<file path="src/design/lsbse_pkg.sv">
// ----------------------------------------------------------------------------
// lsbse_pkg
// Shared types and constants for the red-channel LSB embed/extract block.
// ----------------------------------------------------------------------------
package lsbse_pkg;

    // Fixed field widths
    localparam int unsigned CHAN_W    = 8;
    localparam int unsigned LEN_W     = 32;
    localparam int unsigned POS_W     = 33;
    localparam int unsigned HDR_IDX_W = 5;   // covers a header of up to 32 bits
    localparam int unsigned CFG_IDX_W = 1;
    localparam int unsigned CFG_DAT_W = 32;

    // Default header length
    localparam int unsigned HEADER_BITS_DEF = 32;

    // Depth of the queue between front and back
    localparam int unsigned Q_DEPTH = 2;

    // Configuration register indexes
    localparam logic [CFG_IDX_W-1:0] REG_MODE         = 1'd0;
    localparam logic [CFG_IDX_W-1:0] REG_PAYLOAD_BITS = 1'd1;

    // Operating mode
    typedef enum logic
    {
        MODE_EMBED   = 1'b0,
        MODE_EXTRACT = 1'b1
    } mode_t;

    // Classified pixel handed from front to back
    typedef struct packed
    {
        logic                sof;        // clear back-end shift state first
        mode_t               mode;
        logic [CHAN_W-1:0]   red;
        logic [CHAN_W-1:0]   green;
        logic [CHAN_W-1:0]   blue;
        logic [CHAN_W-1:0]   msg;
        logic                hdr;        // pixel lies in the length header
        logic [HDR_IDX_W-1:0] hdr_idx;   // header bit number
        logic                hdr_bit;    // embed: header bit to write
        logic                hdr_done;   // all header bits read after this pixel
        logic [POS_W-1:0]    offset;     // position past the header
        logic                emb_active; // embed: pixel carries a message bit
    } cls_t;

endpackage

</file>
<file path="src/design/lsbse_front.sv">
// ----------------------------------------------------------------------------
// lsbse_front
// Accepts pixels, tracks the position counter and classifies each pixel.
// ----------------------------------------------------------------------------
module lsbse_front #(
    parameter int unsigned HEADER_BITS = lsbse_pkg::HEADER_BITS_DEF
) (
    input  logic                              clk,
    input  logic                              rst_n,
    input  logic                              push,
    input  logic                              start_of_image,
    input  logic [lsbse_pkg::CHAN_W-1:0]      red_in,
    input  logic [lsbse_pkg::CHAN_W-1:0]      green_in,
    input  logic [lsbse_pkg::CHAN_W-1:0]      blue_in,
    input  logic [lsbse_pkg::CHAN_W-1:0]      message_byte,
    input  lsbse_pkg::mode_t                  mode,
    input  logic [lsbse_pkg::LEN_W-1:0]       payload_bits,
    output lsbse_pkg::cls_t                   cls
);
    import lsbse_pkg::*;

    localparam logic [POS_W-1:0] HB_POS   = POS_W'(HEADER_BITS);
    localparam logic [POS_W-1:0] HB_LAST  = POS_W'(HEADER_BITS - 1);
    localparam logic [POS_W-1:0] POS_SAT  = {POS_W{1'b1}};

    logic [POS_W-1:0] position_reg;
    logic [POS_W-1:0] position_next;
    logic [POS_W-1:0] pos_cur;
    logic [LEN_W-1:0] len;

    // Header-limited payload length
    always_comb
    begin
        for (int i = 0; i < LEN_W; i++)
        begin
            len[i] = payload_bits[i] & (i < HEADER_BITS);
        end
    end

    // Position of this pixel and saturating advance
    assign pos_cur       = start_of_image ? '0 : position_reg;
    assign position_next = (pos_cur == POS_SAT) ? pos_cur : pos_cur + 1'b1;

    always_ff @(posedge clk or negedge rst_n)
    begin
        if (!rst_n)
        begin
            position_reg <= '0;
        end
        else if (push)
        begin
            position_reg <= position_next;
        end
    end

    // Classification
    always_comb
    begin
        cls            = '0;
        cls.sof        = start_of_image;
        cls.mode       = mode;
        cls.red        = red_in;
        cls.green      = green_in;
        cls.blue       = blue_in;
        cls.msg        = message_byte;
        cls.hdr        = (pos_cur < HB_POS);
        cls.hdr_idx    = pos_cur[HDR_IDX_W-1:0];
        cls.hdr_bit    = len[pos_cur[HDR_IDX_W-1:0]];
        cls.hdr_done   = (pos_cur >= HB_LAST);
        cls.offset     = pos_cur - HB_POS;
        cls.emb_active = (cls.offset < {1'b0, len});
    end

endmodule

</file>
<file path="src/design/lsbse_queue.sv">
// ----------------------------------------------------------------------------
// lsbse_queue
// Short FIFO of classified pixels between the front and the back.
// ----------------------------------------------------------------------------
module lsbse_queue (
    input  logic              clk,
    input  logic              rst_n,
    input  logic              push,
    input  lsbse_pkg::cls_t   push_data,
    output logic              full,
    input  logic              pop,
    output logic              not_empty,
    output lsbse_pkg::cls_t   pop_data
);
    import lsbse_pkg::*;

    localparam int unsigned PTR_W = $clog2(Q_DEPTH);
    localparam int unsigned CNT_W = $clog2(Q_DEPTH + 1);

    cls_t             entry_reg [Q_DEPTH];
    logic [PTR_W-1:0] wr_ptr_reg;
    logic [PTR_W-1:0] wr_ptr_next;
    logic [PTR_W-1:0] rd_ptr_reg;
    logic [PTR_W-1:0] rd_ptr_next;
    logic [CNT_W-1:0] count_reg;
    logic [CNT_W-1:0] count_next;

    assign full      = (count_reg == CNT_W'(Q_DEPTH));
    assign not_empty = (count_reg != '0);
    assign pop_data  = entry_reg[rd_ptr_reg];

    // Pointer and fill bookkeeping
    always_comb
    begin
        wr_ptr_next = wr_ptr_reg;
        rd_ptr_next = rd_ptr_reg;
        count_next  = count_reg;
        if (push)
        begin
            wr_ptr_next = (wr_ptr_reg == PTR_W'(Q_DEPTH - 1)) ? '0 : wr_ptr_reg + 1'b1;
        end
        if (pop)
        begin
            rd_ptr_next = (rd_ptr_reg == PTR_W'(Q_DEPTH - 1)) ? '0 : rd_ptr_reg + 1'b1;
        end
        case ({push, pop})
            2'b10:   count_next = count_reg + 1'b1;
            2'b01:   count_next = count_reg - 1'b1;
            default: count_next = count_reg;
        endcase
    end

    always_ff @(posedge clk or negedge rst_n)
    begin
        if (!rst_n)
        begin
            wr_ptr_reg <= '0;
            rd_ptr_reg <= '0;
            count_reg  <= '0;
        end
        else
        begin
            wr_ptr_reg <= wr_ptr_next;
            rd_ptr_reg <= rd_ptr_next;
            count_reg  <= count_next;
        end
    end

    // Entry storage
    always_ff @(posedge clk)
    begin
        if (push)
        begin
            entry_reg[wr_ptr_reg] <= push_data;
        end
    end

endmodule

</file>
<file path="src/design/lsbse_back.sv">
// ----------------------------------------------------------------------------
// lsbse_back
// Embeds or extracts message bits and holds the result register.
// ----------------------------------------------------------------------------
module lsbse_back (
    input  logic                              clk,
    input  logic                              rst_n,
    input  logic                              q_not_empty,
    input  lsbse_pkg::cls_t                   q_data,
    output logic                              q_pop,
    output logic                              out_valid,
    input  logic                              out_stall,
    output logic [lsbse_pkg::CHAN_W-1:0]      red_out,
    output logic [lsbse_pkg::CHAN_W-1:0]      green_out,
    output logic [lsbse_pkg::CHAN_W-1:0]      blue_out,
    output logic                              byte_taken,
    output logic [lsbse_pkg::CHAN_W-1:0]      text_byte,
    output logic                              text_byte_valid,
    output logic [lsbse_pkg::LEN_W-1:0]       decoded_length,
    output logic                              length_valid
);
    import lsbse_pkg::*;

    logic [LEN_W-1:0]  length_shift_reg;
    logic [LEN_W-1:0]  length_shift_next;
    logic [CHAN_W-1:0] byte_shift_reg;
    logic [CHAN_W-1:0] byte_shift_next;
    logic [CHAN_W-1:0] byte_asm_reg;
    logic [CHAN_W-1:0] byte_asm_next;
    logic              out_valid_reg;

    logic [CHAN_W-1:0] red_next;
    logic              taken_next;
    logic [CHAN_W-1:0] tbyte_next;
    logic              tvalid_next;
    logic [LEN_W-1:0]  dlen_next;
    logic              lvalid_next;

    logic [LEN_W-1:0]  ls_cur;
    logic [CHAN_W-1:0] bs_cur;
    logic [CHAN_W-1:0] ba_cur;
    logic [CHAN_W-1:0] bs_load;
    logic [CHAN_W-1:0] ba_acc;
    logic [2:0]        bit_idx;
    logic              red_bit;

    // Take the next transaction when the result register frees up
    assign q_pop     = q_not_empty && (!out_valid_reg || !out_stall);
    assign out_valid = out_valid_reg;

    // Per-pixel embed / extract step
    always_comb
    begin
        ls_cur  = q_data.sof ? '0 : length_shift_reg;
        bs_cur  = q_data.sof ? '0 : byte_shift_reg;
        ba_cur  = q_data.sof ? '0 : byte_asm_reg;
        bit_idx = q_data.offset[2:0];
        red_bit = q_data.red[0];
        bs_load = bs_cur;
        ba_acc  = ba_cur;

        length_shift_next = ls_cur;
        byte_shift_next   = bs_cur;
        byte_asm_next     = ba_cur;
        red_next          = q_data.red;
        taken_next        = 1'b0;
        tbyte_next        = '0;
        tvalid_next       = 1'b0;
        dlen_next         = '0;
        lvalid_next       = 1'b0;

        if (q_data.mode == MODE_EMBED)
        begin
            if (q_data.hdr)
            begin
                red_next = {q_data.red[CHAN_W-1:1], q_data.hdr_bit};
            end
            else if (q_data.emb_active)
            begin
                if (bit_idx == 3'd0)
                begin
                    bs_load    = q_data.msg;
                    taken_next = 1'b1;
                end
                red_next        = {q_data.red[CHAN_W-1:1], bs_load[0]};
                byte_shift_next = {1'b0, bs_load[CHAN_W-1:1]};
            end
        end
        else
        begin
            if (q_data.hdr)
            begin
                length_shift_next = ls_cur | (LEN_W'(red_bit) << q_data.hdr_idx);
            end
            else if (q_data.offset < {1'b0, ls_cur})
            begin
                if (bit_idx == 3'd0)
                begin
                    ba_acc = '0;
                end
                ba_acc        = ba_acc | (CHAN_W'(red_bit) << bit_idx);
                byte_asm_next = ba_acc;
                if (bit_idx == 3'd7)
                begin
                    tbyte_next    = ba_acc;
                    tvalid_next   = 1'b1;
                    byte_asm_next = '0;
                end
            end
            if (q_data.hdr_done)
            begin
                lvalid_next = 1'b1;
                dlen_next   = length_shift_next;
            end
        end
    end

    // Shift state and result valid
    always_ff @(posedge clk or negedge rst_n)
    begin
        if (!rst_n)
        begin
            length_shift_reg <= '0;
            byte_shift_reg   <= '0;
            byte_asm_reg     <= '0;
            out_valid_reg    <= 1'b0;
        end
        else
        begin
            if (q_pop)
            begin
                length_shift_reg <= length_shift_next;
                byte_shift_reg   <= byte_shift_next;
                byte_asm_reg     <= byte_asm_next;
                out_valid_reg    <= 1'b1;
            end
            else if (!out_stall)
            begin
                out_valid_reg <= 1'b0;
            end
        end
    end

    // Result payload
    always_ff @(posedge clk)
    begin
        if (q_pop)
        begin
            red_out         <= red_next;
            green_out       <= q_data.green;
            blue_out        <= q_data.blue;
            byte_taken      <= taken_next;
            text_byte       <= tbyte_next;
            text_byte_valid <= tvalid_next;
            decoded_length  <= dlen_next;
            length_valid    <= lvalid_next;
        end
    end

endmodule

</file>
<file path="src/design/lsb_stego_embed_extract.sv">
// ----------------------------------------------------------------------------
// lsb_stego_embed_extract
// LSB steganography in the red channel with a length header: embeds a
// message into a pixel stream or extracts it again.
// ----------------------------------------------------------------------------
// Path: a pixel is classified by the combinational front, registered into the
// queue, then the back step writes it into the output register.
// Throughput: one pixel per clock; the two-entry queue stalls the input only
// when the output side is stalled.
// Reset: position counter and shift state cleared, mode embed, length zero.
// ----------------------------------------------------------------------------
module lsb_stego_embed_extract #(
    parameter int unsigned HEADER_BITS = lsbse_pkg::HEADER_BITS_DEF
) (
    input  logic                               clk,
    input  logic                               rst_n,
    // configuration
    input  logic                               cfg_we,
    input  logic [lsbse_pkg::CFG_IDX_W-1:0]    cfg_index,
    input  logic [lsbse_pkg::CFG_DAT_W-1:0]    cfg_data,
    // pixel input
    input  logic                               in_valid,
    output logic                               in_stall,
    input  logic                               start_of_image,
    input  logic [lsbse_pkg::CHAN_W-1:0]       red_in,
    input  logic [lsbse_pkg::CHAN_W-1:0]       green_in,
    input  logic [lsbse_pkg::CHAN_W-1:0]       blue_in,
    input  logic [lsbse_pkg::CHAN_W-1:0]       message_byte,
    // result output
    output logic                               out_valid,
    input  logic                               out_stall,
    output logic [lsbse_pkg::CHAN_W-1:0]       red_out,
    output logic [lsbse_pkg::CHAN_W-1:0]       green_out,
    output logic [lsbse_pkg::CHAN_W-1:0]       blue_out,
    output logic                               byte_taken,
    output logic [lsbse_pkg::CHAN_W-1:0]       text_byte,
    output logic                               text_byte_valid,
    output logic [lsbse_pkg::LEN_W-1:0]        decoded_length,
    output logic                               length_valid
);
    import lsbse_pkg::*;

    mode_t            mode_reg;
    logic [LEN_W-1:0] payload_bits_reg;
    logic             q_full;
    logic             q_push;
    logic             q_pop;
    logic             q_not_empty;
    cls_t             front_cls;
    cls_t             q_data;

    // Configuration registers
    always_ff @(posedge clk or negedge rst_n)
    begin
        if (!rst_n)
        begin
            mode_reg         <= MODE_EMBED;
            payload_bits_reg <= '0;
        end
        else if (cfg_we)
        begin
            unique case (cfg_index)
                REG_MODE:         mode_reg         <= mode_t'(cfg_data[0]);
                REG_PAYLOAD_BITS: payload_bits_reg <= cfg_data[LEN_W-1:0];
                default:          ;
            endcase
        end
    end

    // Input handshake
    assign in_stall = q_full;
    assign q_push   = in_valid && !q_full;

    lsbse_front #(
        .HEADER_BITS (HEADER_BITS)
    ) u_front (
        .clk            (clk),
        .rst_n          (rst_n),
        .push           (q_push),
        .start_of_image (start_of_image),
        .red_in         (red_in),
        .green_in       (green_in),
        .blue_in        (blue_in),
        .message_byte   (message_byte),
        .mode           (mode_reg),
        .payload_bits   (payload_bits_reg),
        .cls            (front_cls)
    );

    lsbse_queue u_queue (
        .clk       (clk),
        .rst_n     (rst_n),
        .push      (q_push),
        .push_data (front_cls),
        .full      (q_full),
        .pop       (q_pop),
        .not_empty (q_not_empty),
        .pop_data  (q_data)
    );

    lsbse_back u_back (
        .clk             (clk),
        .rst_n           (rst_n),
        .q_not_empty     (q_not_empty),
        .q_data          (q_data),
        .q_pop           (q_pop),
        .out_valid       (out_valid),
        .out_stall       (out_stall),
        .red_out         (red_out),
        .green_out       (green_out),
        .blue_out        (blue_out),
        .byte_taken      (byte_taken),
        .text_byte       (text_byte),
        .text_byte_valid (text_byte_valid),
        .decoded_length  (decoded_length),
        .length_valid    (length_valid)
    );

endmodule

</file>
<file path="config.mk">
export PLATFORM = sky130hd
export DESIGN_NAME = lsb_stego_embed_extract
export DESIGN_NICKNAME = d
export VERILOG_FILES = /design/src/design/lsbse_pkg.sv /design/src/design/lsbse_front.sv /design/src/design/lsbse_queue.sv /design/src/design/lsbse_back.sv /design/src/design/lsb_stego_embed_extract.sv
export SDC_FILE = /design/constraint.sdc
export NUM_CORES = 1
export LEC_CHECK = 0
export BUFFER_PORTS_ARGS = -buffer_cell sky130_fd_sc_hd__buf_2
export CORE_MARGIN = 8
export CORE_UTILIZATION = 60
export DETAILED_ROUTE_END_ITERATION = 16
export GPL_ROUTABILITY_DRIVEN = 0
export PLACE_DENSITY = 0.8
export SLEW_MARGIN = 20
export SYNTH_ARGS = -nofsm -noshare
export SYNTH_HDL_FRONTEND = slang
export SYNTH_HIERARCHICAL = 1
export SYNTH_SLANG_ARGS = --single-unit
</file>
<file path="constraint.sdc">
create_clock -name clk -period 6 [get_ports clk]
set_input_delay 0 -clock clk [delete_from_list [all_inputs] [get_ports clk]]
set_output_delay 0 -clock clk [all_outputs]
set_load 0.02 [all_outputs]
</file>
Yosys cells after proc, flatten, opt, wreduce, memory -nomap -nowiden
Memory sizes are Yosys's and may differ from the RTL's. Index checks and enable logic that the tools add are counted.

Shift-type cells: 2. Equality and inequality tests: 6. Divide/modulo/power cells: 0. $add $sub $neg: 6. Multiply operators: 0. Magnitude comparators: 5. Mux-type cells: 34. Reductions and logical operators: 15. Bitwise logic cells: 7.

Operator list (number): 8-bit two-way mux (14); 32-bit two-way mux (3); 33-bit by 32-bit less-than comparator with 1-bit output (2); 33-bit two-way mux (2); 33-bit by 1-bit adder with 33-bit output (second input constant) (1); 33-bit equality test (second input constant) (1); 33-bit by 5-bit greater-or-equal comparator with 1-bit output (second input constant) (1); 33-bit by 6-bit less-than comparator with 1-bit output (second input constant) (1); 33-bit by 6-bit subtractor with 33-bit output (second input constant) (1); 32-bit bitwise OR (1); 1-bit by 5-bit << shifter with 32-bit output (1); 1-bit two-way mux (13); 8-bit bitwise OR (1); 1-bit by 3-bit << shifter with 8-bit output (1); 5-bit by 6-bit less-than comparator with 1-bit output (second input constant) (1); 2-bit AND reduction (3); 3-bit OR reduction (2); 1-bit binary-select mux with 5-bit select (1); 1-bit inverter (5); 2-bit equality test (second input constant) (2); 2-bit case mux with 2 select lines (1); 2-bit nonzero test (2); 4-bit OR reduction (1); 3-bit equality test (second input constant) (1); 9 further kinds (13).

Memory bits (writable): 152. Bits in read-only memories: 0. Latch bits: 0. Logic and storage cells: 94. Register bits: 186. Bits of input ports: 71. Memories: 1.

Memory list: u_queue.entry_reg (words 2, width 76, read ports 1, clocked after memory_dff 0, write ports 1, line lsbse_queue.sv:20) `cls_t entry_reg [Q_DEPTH];`.

Longest topological paths before layout
Gate-level depths: netlist of run 1. An unclocked memory read counts as a cell.

Depth after elaboration: 11. Depth in mapped cells: 14. Depth with buffers taken out: 11.

Hierarchy
The synthesis of run 1 kept the hierarchy.

Modules (own cells, without submodules): lsbse_queue (instances 1, area an instance 5806.8 um^2, cells an instance 253, seq. area each 4664.5 um^2); lsbse_back (instances 1, area an instance 5501.5 um^2, cells an instance 510, seq. area each 3238.1 um^2); lsbse_front (instances 1, area an instance 4056.4 um^2, cells an instance 509, seq. area each 825.8 um^2); lsb_stego_embed_extract (instances 1, area an instance 1393.8 um^2, cells an instance 72, seq. area each 825.8 um^2).

Worst setup path after synthesis of run 1
OpenSTA, ideal clock, no wires.

Kind: register -> register. Start point: register u_queue.count_reg[1]. End point: memory u_queue/entry_reg[0][0] (netlist name) (enable). Stages on the path, launching flop included: 5. Path slack: 1.416 ns. Data required time: 5.489 ns. Library setup time: 0.511 ns. Data arrival time: 4.074 ns. Cells stage by stage: dfrtp_1 > nor2b_1 > nor2b_1 > inv_1 > nor2_1.

Word-level cells in the longest chain between the ends: 5.

Ends and longest elaborated chain: from (decl) (line lsbse_queue.sv:25) `logic [CNT_W-1:0] count_reg;`; from (signal assigned) (line lsbse_queue.sv:65) `count_reg <= count_next;`; 2-bit equality test (line lsbse_queue.sv:28) `assign full = (count_reg == CNT_W'(Q_DEPTH));`; named net in_stall (line lsb_stego_embed_extract.sv:23) `output logic in_stall,`; 1-bit logical NOT (line lsb_stego_embed_extract.sv:72) `assign q_push = in_valid && !q_full;`; 1-bit logical AND (line lsb_stego_embed_extract.sv:72); named net q_push (line lsb_stego_embed_extract.sv:46) `logic q_push;`; 1-bit two-way mux (line lsbse_queue.sv:72) `if (push)`; 1-bit two-way mux (implied by the code) (line lsbse_queue.sv:74) `entry_reg[wr_ptr_reg] <= push_data;`; to (decl) (line lsbse_queue.sv:20).

The timed path passes the listed nets, and every way through them passes these cells.

==> flow_summary.json, run 1 <==
{
  "r2r_end": "u_queue/entry_reg[0][0]",
  "remaining_drc_errors": 0,
  "clk_pin_slew_worst_paths_ns": 0.06,
  "largest_reg_flops": 152,
  "muxShareOfSynthArea": 0.103,
  "place_inst": 1769,
  "drt_first_iter_violations": 1294,
  "grt_pass1_wl_mm": 58.8,
  "fin_crit_sh": 0.692,
  "slowest_stage": "or4_1",
  "core_area_um2": 27600,
  "crit_path_end_kind": "register",
  "max_stage_delay_ns": 0.66,
  "nNetsFinal": 1633,
  "synth_xor_area_frac": 0.0193,
  "yosys.area.top_type": "edfxtp_1",
  "power_switching_mw": 2.48,
  "hold_depth": 1,
  "cts_tree": "done",
  "fp.dieH_um": 183,
  "synth_top_family_by_area": "simple AND/OR/NAND/NOR gates",
  "hp-start": "start_of_image",
  "crit_cells": 10,
  "synthAdderAreaFrac": 0.0493,
  "vias": 11300,
  "yosysWarnings": 6,
  "grt_pass1_vias": 11200,
  "die_w_um": 183,
  "holdPathEnd": "u_queue/entry_reg[0][75]",
  "synth_cell_types": 84,
  "reg2reg_slack_ns": 1.85,
  "overflow": 0,
  "crit_path_max_fanout": 15,
  "track_usage": 0.220,
  "synth_area_um2": 16800,
  "critical_path_buf_inv_count": 0,
  "final_max_slew_viol_count": 0,
  "cp-start-kind": "register",
  "fmax_ghz": 0.241,
  "vdd_drop_max_mv": 0.310,
  "clock_sinks": 338,
  "power.internal_mw": 5.28,
  "hold_class": "input pin to register",
  "crit_chain": "nor4_4 > nand2_2 > or4_1 > or3_1 > nand3_1 > ha_1 > a2111oi_0 > a21oi_1 > o41a_1 > nor4b_1",
  "rows": 61,
  "dr.pass1.iters": 5,
  "ys_ff_latch": 338,
  "synthArstFlopShare": 0.352,
  "post-dp-hpwl_mm": 25.3,
  "synth_edf_count": 219,
  "cts-buffers-inserted": 35,
  "cts_root_buffer": "clkbuf_16",
  "hold_violations": 0,
  "synth.area.top_cells": "edfxtp_1, dfrtp_1, mux2_4, ha_1, nand2_1",
  "grt_max_degree": 77,
  "synthCells": 1344,
  "fin_worst_skew_ns": 0.0285,
  "vias_per_cell": 5.94,
  "dieArea_um2": 33500,
  "io_pins": 140,
  "slew_headroom": 0.227,
  "min_period_ns": 4.15,
  "r2r-start": "u_front/position_reg[9]",
  "reg2regPathDepth": 10,
  "setup_viol": 0,
  "antenna_cells": 0,
  "clockBufferDepth": 3,
  "port_buffers": 139,
  "swShare": 0.319,
  "cap_violations": 0,
  "wire_per_inst_um": 19.8,
  "pwr-share-comb": 0.284,
  "leakagePower_nw": 7.56,
  "synthFlopType": "edfxtp_1",
  "synth_top_area_frac": 0.392,
  "yosys.area_share.simple": 0.122,
  "ys_seq_area_frac": 0.570,
  "p_seq_frac": 0.422,
  "drive_above_1_share": 0.238,
  "antenna_found_initial": 0,
  "htreeDepth": 2,
  "clkLatencyLatePin_ns": 0.52,
  "critical_path_required_ns": 6.27,
  "arrival_ns": 4.42,
  "fillers": 1926,
  "tightestPinTransition_ns": 1.14,
  "start_util": 0.607,
  "area_growth_syn_to_layout_pct": 15.0,
  "p_per_area_nw_per_um2": 403,
  "avgSynthCellArea_um2": 12.5,
  "rsz0062_at_grt": "false",
  "final_cell_count_no_fill": 1899,
  "synthesis.nets": 1481,
  "synth_compound_area_frac": 0.0839,
  "outcome": "finished, final reports clean",
  "path_class": "register to register",
  "clkPwrFrac": 0.294,
  "finalSetupTns_ns": 0,
  "final_antenna_net_count": 0,
  "cp_top_family": "simple AND/OR/NAND/NOR gates",
  "routed_wl_mm": 37.6
}
synthesized netlist by cell type, types with 4 or more instances:
cell type,n
clkbuf_1,32
a211oi_1,4
buf_2,16
xnor2_1,29
a21oi_1,82
o21ai_0,62
nand4_1,21
or3_1,10
nor2_1,35
edfxtp_1,219
inv_1,49
and4b_1,4
mux2i_1,4
a22o_2,6
buf_4,41
mux4_2,9
nand2b_1,6
and3_1,8
nor4_1,9
o2111ai_1,5
nor3b_1,11
buf_1,4
and2_1,15
dfrtp_1,119
nor3_1,12
nand2_1,189
nand3b_1,5
a21o_1,6
ha_1,66
nand4b_1,4
or2_2,5
o31ai_1,9
a31oi_1,4
o211ai_1,7
mux2_4,60
nand3_1,38
nor2b_1,10
buf_6,5
mux2_2,52
xor2_1,8
worst register-to-register path, stage by stage, from the launching register on:
cell and delay (ns):
dfrtp_1 0.48, nor4_4 0.36, nand2_2 0.23, or4_1 0.66, or3_1 0.35, nand3_1 0.13
ha_1 0.27, a2111oi_0 0.48, a21oi_1 0.16, o41a_1 0.42, nor4b_1 0.39
worst max-delay path by stage:
stage                       startpoint                 endpoint  slack, ns
3_3_place_gp   u_front/position_reg[9]  u_queue/entry_reg[0][0]       2.15
5_1_grt        u_front/position_reg[9]  u_queue/entry_reg[0][0]       1.58
6_report       u_front/position_reg[9]  u_queue/entry_reg[0][0]       1.85
4_1_cts        u_front/position_reg[9]  u_queue/entry_reg[0][0]       1.87
3_5_place_dp   u_front/position_reg[9]  u_queue/entry_reg[1][0]       2.00
2_1_floorplan     u_queue/count_reg[1]  u_queue/entry_reg[0][0]       1.42
layout make-up:
| cell class | count | area, um^2 | share of cell area |
|---|---|---|---|
| Timing Repair Buffer | 220 | 1480 | 0.0766 |
| Multi-Input combinational cell | 852 | 6360 | 0.330 |
| Sequential cell | 338 | 9560 | 0.496 |
| Clock buffer | 47 | 993 | 0.0516 |
| Inverter | 49 | 184 | 0.00954 |
| Tap cell | 378 | 473 | 0.0245 |
| Clock inverter | 15 | 229 | 0.0119 |
power groups by stage:
| stage | combinational (mW) | sequential [mW] | clock [mW] |
|---|---|---|---|
| final | 2.20 | 3.27 | 2.28 |
| after floorplan | 1.41 | 3.47 | 0 |
| after detailed placement | 2.14 | 3.31 | 0 |
| after CTS | 2.19 | 3.27 | 2.32 |
| after global placement | 2.09 | 3.29 | 0 |
| after global routing | 2.36 | 3.31 | 2.41 |
logic make-up (layout without fill, tap and decap cells):
family | Yosys count | count (layout)
buf+inv | 154 | 331
xor+xnor | 37 | 37
fa+ha+maj | 66 | 66
compound gates | 220 | 220
mux | 125 | 125
flops | 338 | 338
simple gates | 404 | 404
cell usage in the layout (no fill, tap or decap), types with 6 or more instances in the layout:
cell type      synthesis  layout
buf_4                 41      14
mux2_2                52      52
edfxtp_1             219     219
nand4_1               21      21
a21oi_1               82      82
nand2_1              189     189
nor3b_1               11      11
mux2_4                60      60
nand3_1               38      38
ha_1                  66      66
clkbuf_16              0      37
dfrtp_1              119     118
nor4_1                 9       9
o211ai_1               7       7
mux4_2                 9       9
bufinv_16              0       6
xor2_1                 8       8
a21o_1                 6       6
o31ai_1                9       9
and3_1                 8       8
nor2_1                35      34
or3_1                 10      10
nand2b_1               6       6
a22o_2                 6       6
dlygate4sd3_1          0      68
nor2b_1               10       9
clkbuf_1              32       7
nor3_1                12      11
and2_1                15      14
buf_2                 16     138
xnor2_1               29      29
o21ai_0               62      62
inv_1                 49      49
what timing repair did:
action | CTS | global route
setup buffers | 0 | 0
hold buffers | 68 | 0
gates resized for setup | 0 | 0
endpoints found under the hold margin | 165 | 0
layer usage:
layer  vias up  share of wire  GRT usage
met2       489           0.49      0.372
li1       5184              -          -
met3       106          0.064     0.0376
met1      5503           0.41      0.280
met4         0          0.036     0.0852
met5         -              0          0
stage by stage:
step | power, mW | setup WS, ns | util | hold WS [ns] | instance area [um^2]
after floorplan | 4.88 | 1.42 | - | -0.296 | 16800
after global placement | 5.38 | 2.15 | 0.628 | 0.168 | 17400
after detailed placement | 5.45 | 2.00 | 0.628 | 0.168 | 17400
after CTS | 7.78 | 1.87 | 0.697 | 0.0311 | 19300
after global routing | 8.08 | 1.58 | 0.697 | 0.0357 | 19300
final | 7.76 | 1.85 | 0.697 | 0.0508 | 19300
(Power assumes the default switching activity.)
==> run 2: changes to the inputs <==
--- a/config.mk
+++ b/config.mk
@@ -5,12 +5,13 @@
 export SDC_FILE = /design/constraint.sdc
 export NUM_CORES = 1
 export LEC_CHECK = 0
+export ABC_AREA = 1
 export BUFFER_PORTS_ARGS = -buffer_cell sky130_fd_sc_hd__buf_2
 export CORE_MARGIN = 8
-export CORE_UTILIZATION = 60
+export CORE_UTILIZATION = 55
 export DETAILED_ROUTE_END_ITERATION = 16
 export GPL_ROUTABILITY_DRIVEN = 0
-export PLACE_DENSITY = 0.8
+export PLACE_DENSITY = 0.77
 export SLEW_MARGIN = 20
 export SYNTH_ARGS = -nofsm -noshare
 export SYNTH_HDL_FRONTEND = slang
==> constraint.sdc (replaced) <==
create_clock -name clk -period 3.8 [get_ports clk]
set_input_delay 0 -clock clk [delete_from_list [all_inputs] [get_ports clk]]
set_output_delay 0 -clock clk [all_outputs]
set_load 0.02 [all_outputs]
==> run 2 against run 1 <==
  * Largest cell class unchanged
  * Die area grew 17%
  * Synthesized area grew 8.7%
  * Clock skew shrank 0.00078 ns
  * Highest routed layer unchanged
  * Largest power group unchanged
  * Flip-flop and latch count is the same
  * Worst setup slack lost 1.2 ns
  * Critical endpoint unchanged
  * Cell count grew 41%
  * Global-route usage grew 0.91 points
  * Critical path type is now input pin to register
==> flow_summary.json, run 2 <==
{
  "outcome": "finished, final reports clean",
  "synth_edf_count": 219,
  "final_antenna_net_count": 0,
  "post-dp-hpwl_mm": 31.2,
  "fin_ws_ns": 0.600,
  "cts_root_buffer": "clkbuf_16",
  "vias_per_cell": 5.42,
  "r2r_end": "u_back/text_byte[5]",
  "reg2regPathDepth": 14,
  "synth.most_common_cell": "nand2_1",
  "tightestPinTransition_ns": 0.987,
  "final_cell_mix": "nand2_1, inv_1, edfxtp_1",
  "drt_first_iter_violations": 1440,
  "finalSetupTns_ns": 0,
  "synth_cell_types": 50,
  "htreeDepth": 2,
  "dieArea_um2": 39200,
  "crit_path_end_kind": "register",
  "clkLatencyLatePin_ns": 0.54,
  "die_w_um": 198,
  "cp-start-kind": "input pin",
  "arrival_ns": 3.47,
  "cts_tree": "done",
  "fin_crit_sh": 0.842,
  "leakagePower_nw": 9.44,
  "crit_path_max_fanout": 31,
  "synth_top_area_frac": 0.361,
  "clk_pin_slew_worst_paths_ns": 0.06,
  "hold_class": "input pin to register",
  "final_cell_area_um2": 20700,
  "vdd_drop_max_mv": 0.427,
  "dpl_worst_slack_ns": 0.758,
  "fmax_ghz": 0.313,
  "antenna_found_initial": 0,
  "synthesis.nets": 2188,
  "synthCells": 2051,
  "final_common_cell": "nand2_1",
  "postCtsSetupBuffers": 0,
  "yosysWarnings": 6,
  "synth_area_um2": 18200,
  "crit_path_start": "start_of_image",
  "core_area_um2": 32500,
  "fp.dieH_um": 198,
  "grt_pass1_vias": 14100,
  "ys_seq_area_frac": 0.525,
  "reg2reg_slack_ns": 0.81,
  "io_pins": 140,
  "synthTopCellsByCount": "nand2_1, inv_1, edfxtp_1, nor2_1, dfrtp_1",
  "synth.area.top_cells": "edfxtp_1, dfrtp_1, nand2_1, inv_1, ha_1",
  "overflow": 0,
  "grt_max_degree": 152,
  "min_period_ns": 3.20,
  "remaining_drc_errors": 0,
  "synthFlopType": "edfxtp_1",
  "cap_violations": 0,
  "critical_path_required_ns": 4.07,
  "wire_per_inst_um": 16.8,
  "fin_worst_skew_ns": 0.0277,
  "yosys.area.top_type": "edfxtp_1",
  "start_util": 0.560,
  "final_max_slew_viol_count": 0,
  "p_per_area_nw_per_um2": 631,
  "clockBufferDepth": 3,
  "clock_sinks": 338,
  "slew_headroom": 0.340,
  "grt_pass1_wl_mm": 72.1,
  "cts-buffers-inserted": 36,
  "ys_ff_latch": 338,
  "port_buffers": 139,
  "nNetsFinal": 2340,
  "critPathCapture": "u_queue/entry_reg[0][0]",
  "track_usage": 0.229,
  "r2r-start": "u_queue/rd_ptr_reg",
  "vias": 14500,
  "avgSynthCellArea_um2": 8.88,
  "synthArstFlopShare": 0.352,
  "setup_viol": 0,
  "area_growth_syn_to_layout_pct": 13.8,
  "path_class": "input pin to register",
  "place_area_um2": 18800,
  "routed_wl_mm": 44.8,
  "rsz0062_at_grt": "false",
  "largest_reg_flops": 152,
  "rows": 66,
  "antenna_cells": 0,
  "drive_above_1_share": 0.164,
  "dr.pass1.iters": 5,
  "hold_violations": 0
}
run 2: repair_timing:
action,in CTS,in global routing
hold buffers,68,0
hold endpoints to repair,161,0
resized for setup,0,0
run 2: kinds of logic (layout without fill, tap and decap cells):
group | Yosys count | after routing | synth area share
buf+inv | 398 | 578 | 0.105
compound gates | 264 | 264 | 0.0798
simple gates | 972 | 972 | 0.239
flops | 338 | 338 | 0.525
xor+xnor | 13 | 13 | 0.00625
fa+ha+maj | 66 | 66 | 0.0454
run 2: through the flow:
step	instances	power, mW	util	hold slack, ns
floorplan	2051	8.36	-	-0.296
CTS	2673	13.1	0.637	0.000137
detailed placement	2539	9.47	0.578	0.170
finish	2673	13.1	0.637	0.0128
global route	2673	13.8	0.637	0.0487
global placement	2539	9.33	0.578	0.176
run 2: layout make-up:
cell class / instances / area [um^2]
clock buffer: 48 / 1010
inverter: 291 / 1090
tap: 442 / 553
fill: 2652 / 11800
sequential: 338 / 9560
timing repair buffer: 221 / 1530
multi-input combinational: 1315 / 6760
clock inverter: 18 / 209
run 2: critical path: stages:
cell,delay (ns)
dlygate4sd3_1,0.52
buf_2,0.13
inv_2,0.57
nand2_1,0.27
nand2_2,0.17
nor2_4,0.06
nand2_2,0.13
nor2_1,0.07
inv_1,0.08
nor2_1,0.04
inv_1,0.07
nand2_1,0.10
ha_1,0.32
nand2_1,0.06
nor2_1,0.16
nand2_1,0.11
nor2_1,0.15
nand3_1,0.08
nand3_1,0.11
a21oi_1,0.08
nor2_1,0.10
nor2_1,0.06
run 2: routing by layer:
| layer | track usage | part of all wire | vias up |
|---|---|---|---|
| met5 | 0 | 0 | - |
| met4 | 0.0926 | 0.036 | 0 |
| met3 | 0.0441 | 0.085 | 122 |
| met2 | 0.370 | 0.47 | 683 |
| met1 | 0.300 | 0.41 | 6766 |
| li1 | - | - | 6919 |
run 2: worst min-delay path by stage:
stage | slack, ns | cells past startpoint | start | endpoint
floorplan | -0.30 | 0 | rst_n | mode_reg
global placement | 0.18 | 1 | rst_n | u_front/position_reg[31]
detailed placement | 0.17 | 1 | rst_n | u_front/position_reg[31]
CTS | 0.0001 | 3 | cfg_index | payload_bits_reg[18]
global route | 0.05 | 3 | cfg_index | payload_bits_reg[28]
finish | 0.01 | 3 | cfg_index | payload_bits_reg[18]
run 2: where the power goes:
part	total, mW	switching (mW)	internal (mW)
Clock	3.56	1.46	2.09
Combinational	4.38	3.17	1.21
Sequential	5.14	0.258	4.88
==> run 3: changes to the inputs <==
--- a/config.mk
+++ b/config.mk
@@ -5,13 +5,13 @@
 export SDC_FILE = /design/constraint.sdc
 export NUM_CORES = 1
 export LEC_CHECK = 0
-export ABC_AREA = 1
+export ABC_AREA = 0
 export BUFFER_PORTS_ARGS = -buffer_cell sky130_fd_sc_hd__buf_2
 export CORE_MARGIN = 8
-export CORE_UTILIZATION = 55
+export CORE_UTILIZATION = 60
 export DETAILED_ROUTE_END_ITERATION = 16
 export GPL_ROUTABILITY_DRIVEN = 0
-export PLACE_DENSITY = 0.77
+export PLACE_DENSITY = 0.8
 export SLEW_MARGIN = 20
 export SYNTH_ARGS = -nofsm -noshare
 export SYNTH_HDL_FRONTEND = slang
==> constraint.sdc (replaced) <==
create_clock -name clk -period 3.4 [get_ports clk]
set_input_delay 0 -clock clk [delete_from_list [all_inputs] [get_ports clk]]
set_output_delay 0 -clock clk [all_outputs]
set_load 0.02 [all_outputs]
==> run 3 against run 2 <==
  * Non-clock buffer count grew 48
  * Cell area down 4.6%
  * Flip-flop and latch count is the same
  * Combinational power fell by 4.8%
  * Worst hold slack better by 0.14 ns
  * First-iteration DRC count decreased by 12%
  * Wire length decreased by 13%
  * Power rose by 5.4%
  * Utilization up 7.9 points
  * Register-to-register slack worse by 0.77 ns
  * Clock skew shrank 0.011 ns
==> flow_summary.json, run 3 (synthesis results as in run 1) <==
{
  "outcome": "finished, final reports clean",
  "cp-start-kind": "register",
  "htreeDepth": 2,
  "path_class": "register to register",
  "final_common_cell": "edfxtp_1",
  "dpl_worst_slack_ns": -0.0447,
  "multi_input_area_um2": 6460,
  "drt_first_iter_violations": 1265,
  "reg2reg_slack_ns": 0.04,
  "core_area_um2": 27600,
  "rows": 61,
  "port_buffers": 139,
  "largest_reg_flops": 152,
  "die_w_um": 183,
  "setup_viol": 0,
  "dieArea_um2": 33500,
  "cts_root_buffer": "clkbuf_16",
  "antenna_found_initial": 0,
  "io_pins": 140,
  "p_total_mw": 13.8,
  "final_max_slew_viol_count": 0,
  "wire_per_inst_um": 19.9,
  "seqCellArea_um2": 9560,
  "grt_pass1_wl_mm": 61.6,
  "clk_pin_slew_worst_paths_ns": 0.06,
  "overflow": 0,
  "vias": 11600,
  "vias_per_cell": 5.94,
  "cts_tree": "done",
  "fin_ws_ns": 0.0447,
  "area_growth_syn_to_layout_pct": 18.0,
  "hold_violations": 0,
  "clockBufferDepth": 3,
  "crit_path_max_fanout": 7,
  "crit_path_end_kind": "register",
  "p_per_area_nw_per_um2": 697,
  "hold_class": "input pin to async pin",
  "post-dp-hpwl_mm": 25.8,
  "leakagePower_nw": 7.80,
  "antenna_cells": 0,
  "dr.pass1.iters": 5,
  "grt_max_degree": 80,
  "cap_violations": 0,
  "whs_ns": 0.156,
  "fillers": 1788,
  "finalSetupTns_ns": 0,
  "fin_crit_sh": 0.987,
  "routed_wl_mm": 38.9,
  "min_period_ns": 3.36,
  "final_antenna_net_count": 0,
  "nNetsFinal": 1682,
  "fmax_ghz": 0.298,
  "arrival_ns": 3.68,
  "clock_sinks": 338,
  "fin_worst_skew_ns": 0.0169,
  "cts-buffers-inserted": 35,
  "slew_headroom": 0.280,
  "final_cell_mix": "edfxtp_1, nand2_1, buf_2",
  "grt_pass1_vias": 11500,
  "remaining_drc_errors": 0,
  "fp.dieH_um": 183,
  "clkLatencyLatePin_ns": 0.52,
  "start_util": 0.607,
  "critical_path_required_ns": 3.73,
  "track_usage": 0.230,
  "drive_above_1_share": 0.272,
  "tightestPinTransition_ns": 1.08,
  "vdd_drop_max_mv": 0.616
}
## run 3: cell types whose count changed in the layout (fill, tap and decap cells not counted), moves of 46 or more
cell and delta:
buf_4 +46, inv_1 -214, mux2_2 +52, mux2_4 +60
nand2_1 -398, nand2_2 -50, nand3_1 -65, nor2_1 -103
o21ai_1 -88
## run 3: critical path, cell delays in order, from the launching register on
cell       delay [ns]
dfrtp_2          0.45
or2_2            0.32
or4_4            0.56
or3_4            0.34
nand3_2          0.11
ha_4             0.22
a2111oi_4        0.36
a21oi_1          0.14
o41a_1           0.42
nor4b_2          0.25
## run 3: layout make-up
type,count,share of cell area
clock buffers,41,0.0480
clock inverters,23,0.0118
inverters,49,0.00930
multi-input cells,852,0.327
flip-flops and latches,338,0.484
well taps,378,0.0239
repair buffers,269,0.0966
## run 3: power breakdown
part           internal, mW  total [mW]  switching, mW
Combinational          1.56        4.17           2.61
Sequential             5.40        5.72          0.314
Clock                  2.31        3.89           1.58
## run 3: final timing paths
kind / from / to / cells after the start
setup / recovery: u_front/position_reg[17] / u_queue/entry_reg[1][0] / 9
hold / removal: rst_n / u_front/position_reg[28] / 2
setup reg to reg: u_front/position_reg[17] / u_queue/entry_reg[1][0] / 9
hold reg to reg: u_back/length_shift_reg[14] / u_back/length_shift_reg[14] / 2
max in group asynchronous: rst_n / u_back/length_shift_reg[13] / 3
min in group clk: blue_in[7] / u_queue/entry_reg[1][57] / 2
## run 3: layer usage
metal	vias up	wire, um	track usage
li1	5290	-	-
met1	5668	16000	0.301
met2	532	19100	0.390
met3	97	2630	0.0372
met4	0	1190	0.0748
met5	-	0	0
## run 3: what timing repair did
| item | CTS | global route |
|---|---|---|
| endpoints found under the setup margin | 2 | 2 |
| resized for setup | 3 | 12 |
| buffers inserted | 1 | 5 |
| endpoints found under the hold margin | 167 | 0 |
| pin swaps | 5 | 9 |
| hold buffers | 69 | 0 |
## run 3: metrics by stage
stage	cells	util	cell area [um^2]
5_1_grt	1950	0.716	19800
6_report	1950	0.716	19800
3_5_place_dp	1811	0.643	17800
2_1_floorplan	1344	-	16800
3_3_place_gp	1811	0.643	17800
4_1_cts	1945	0.712	19700
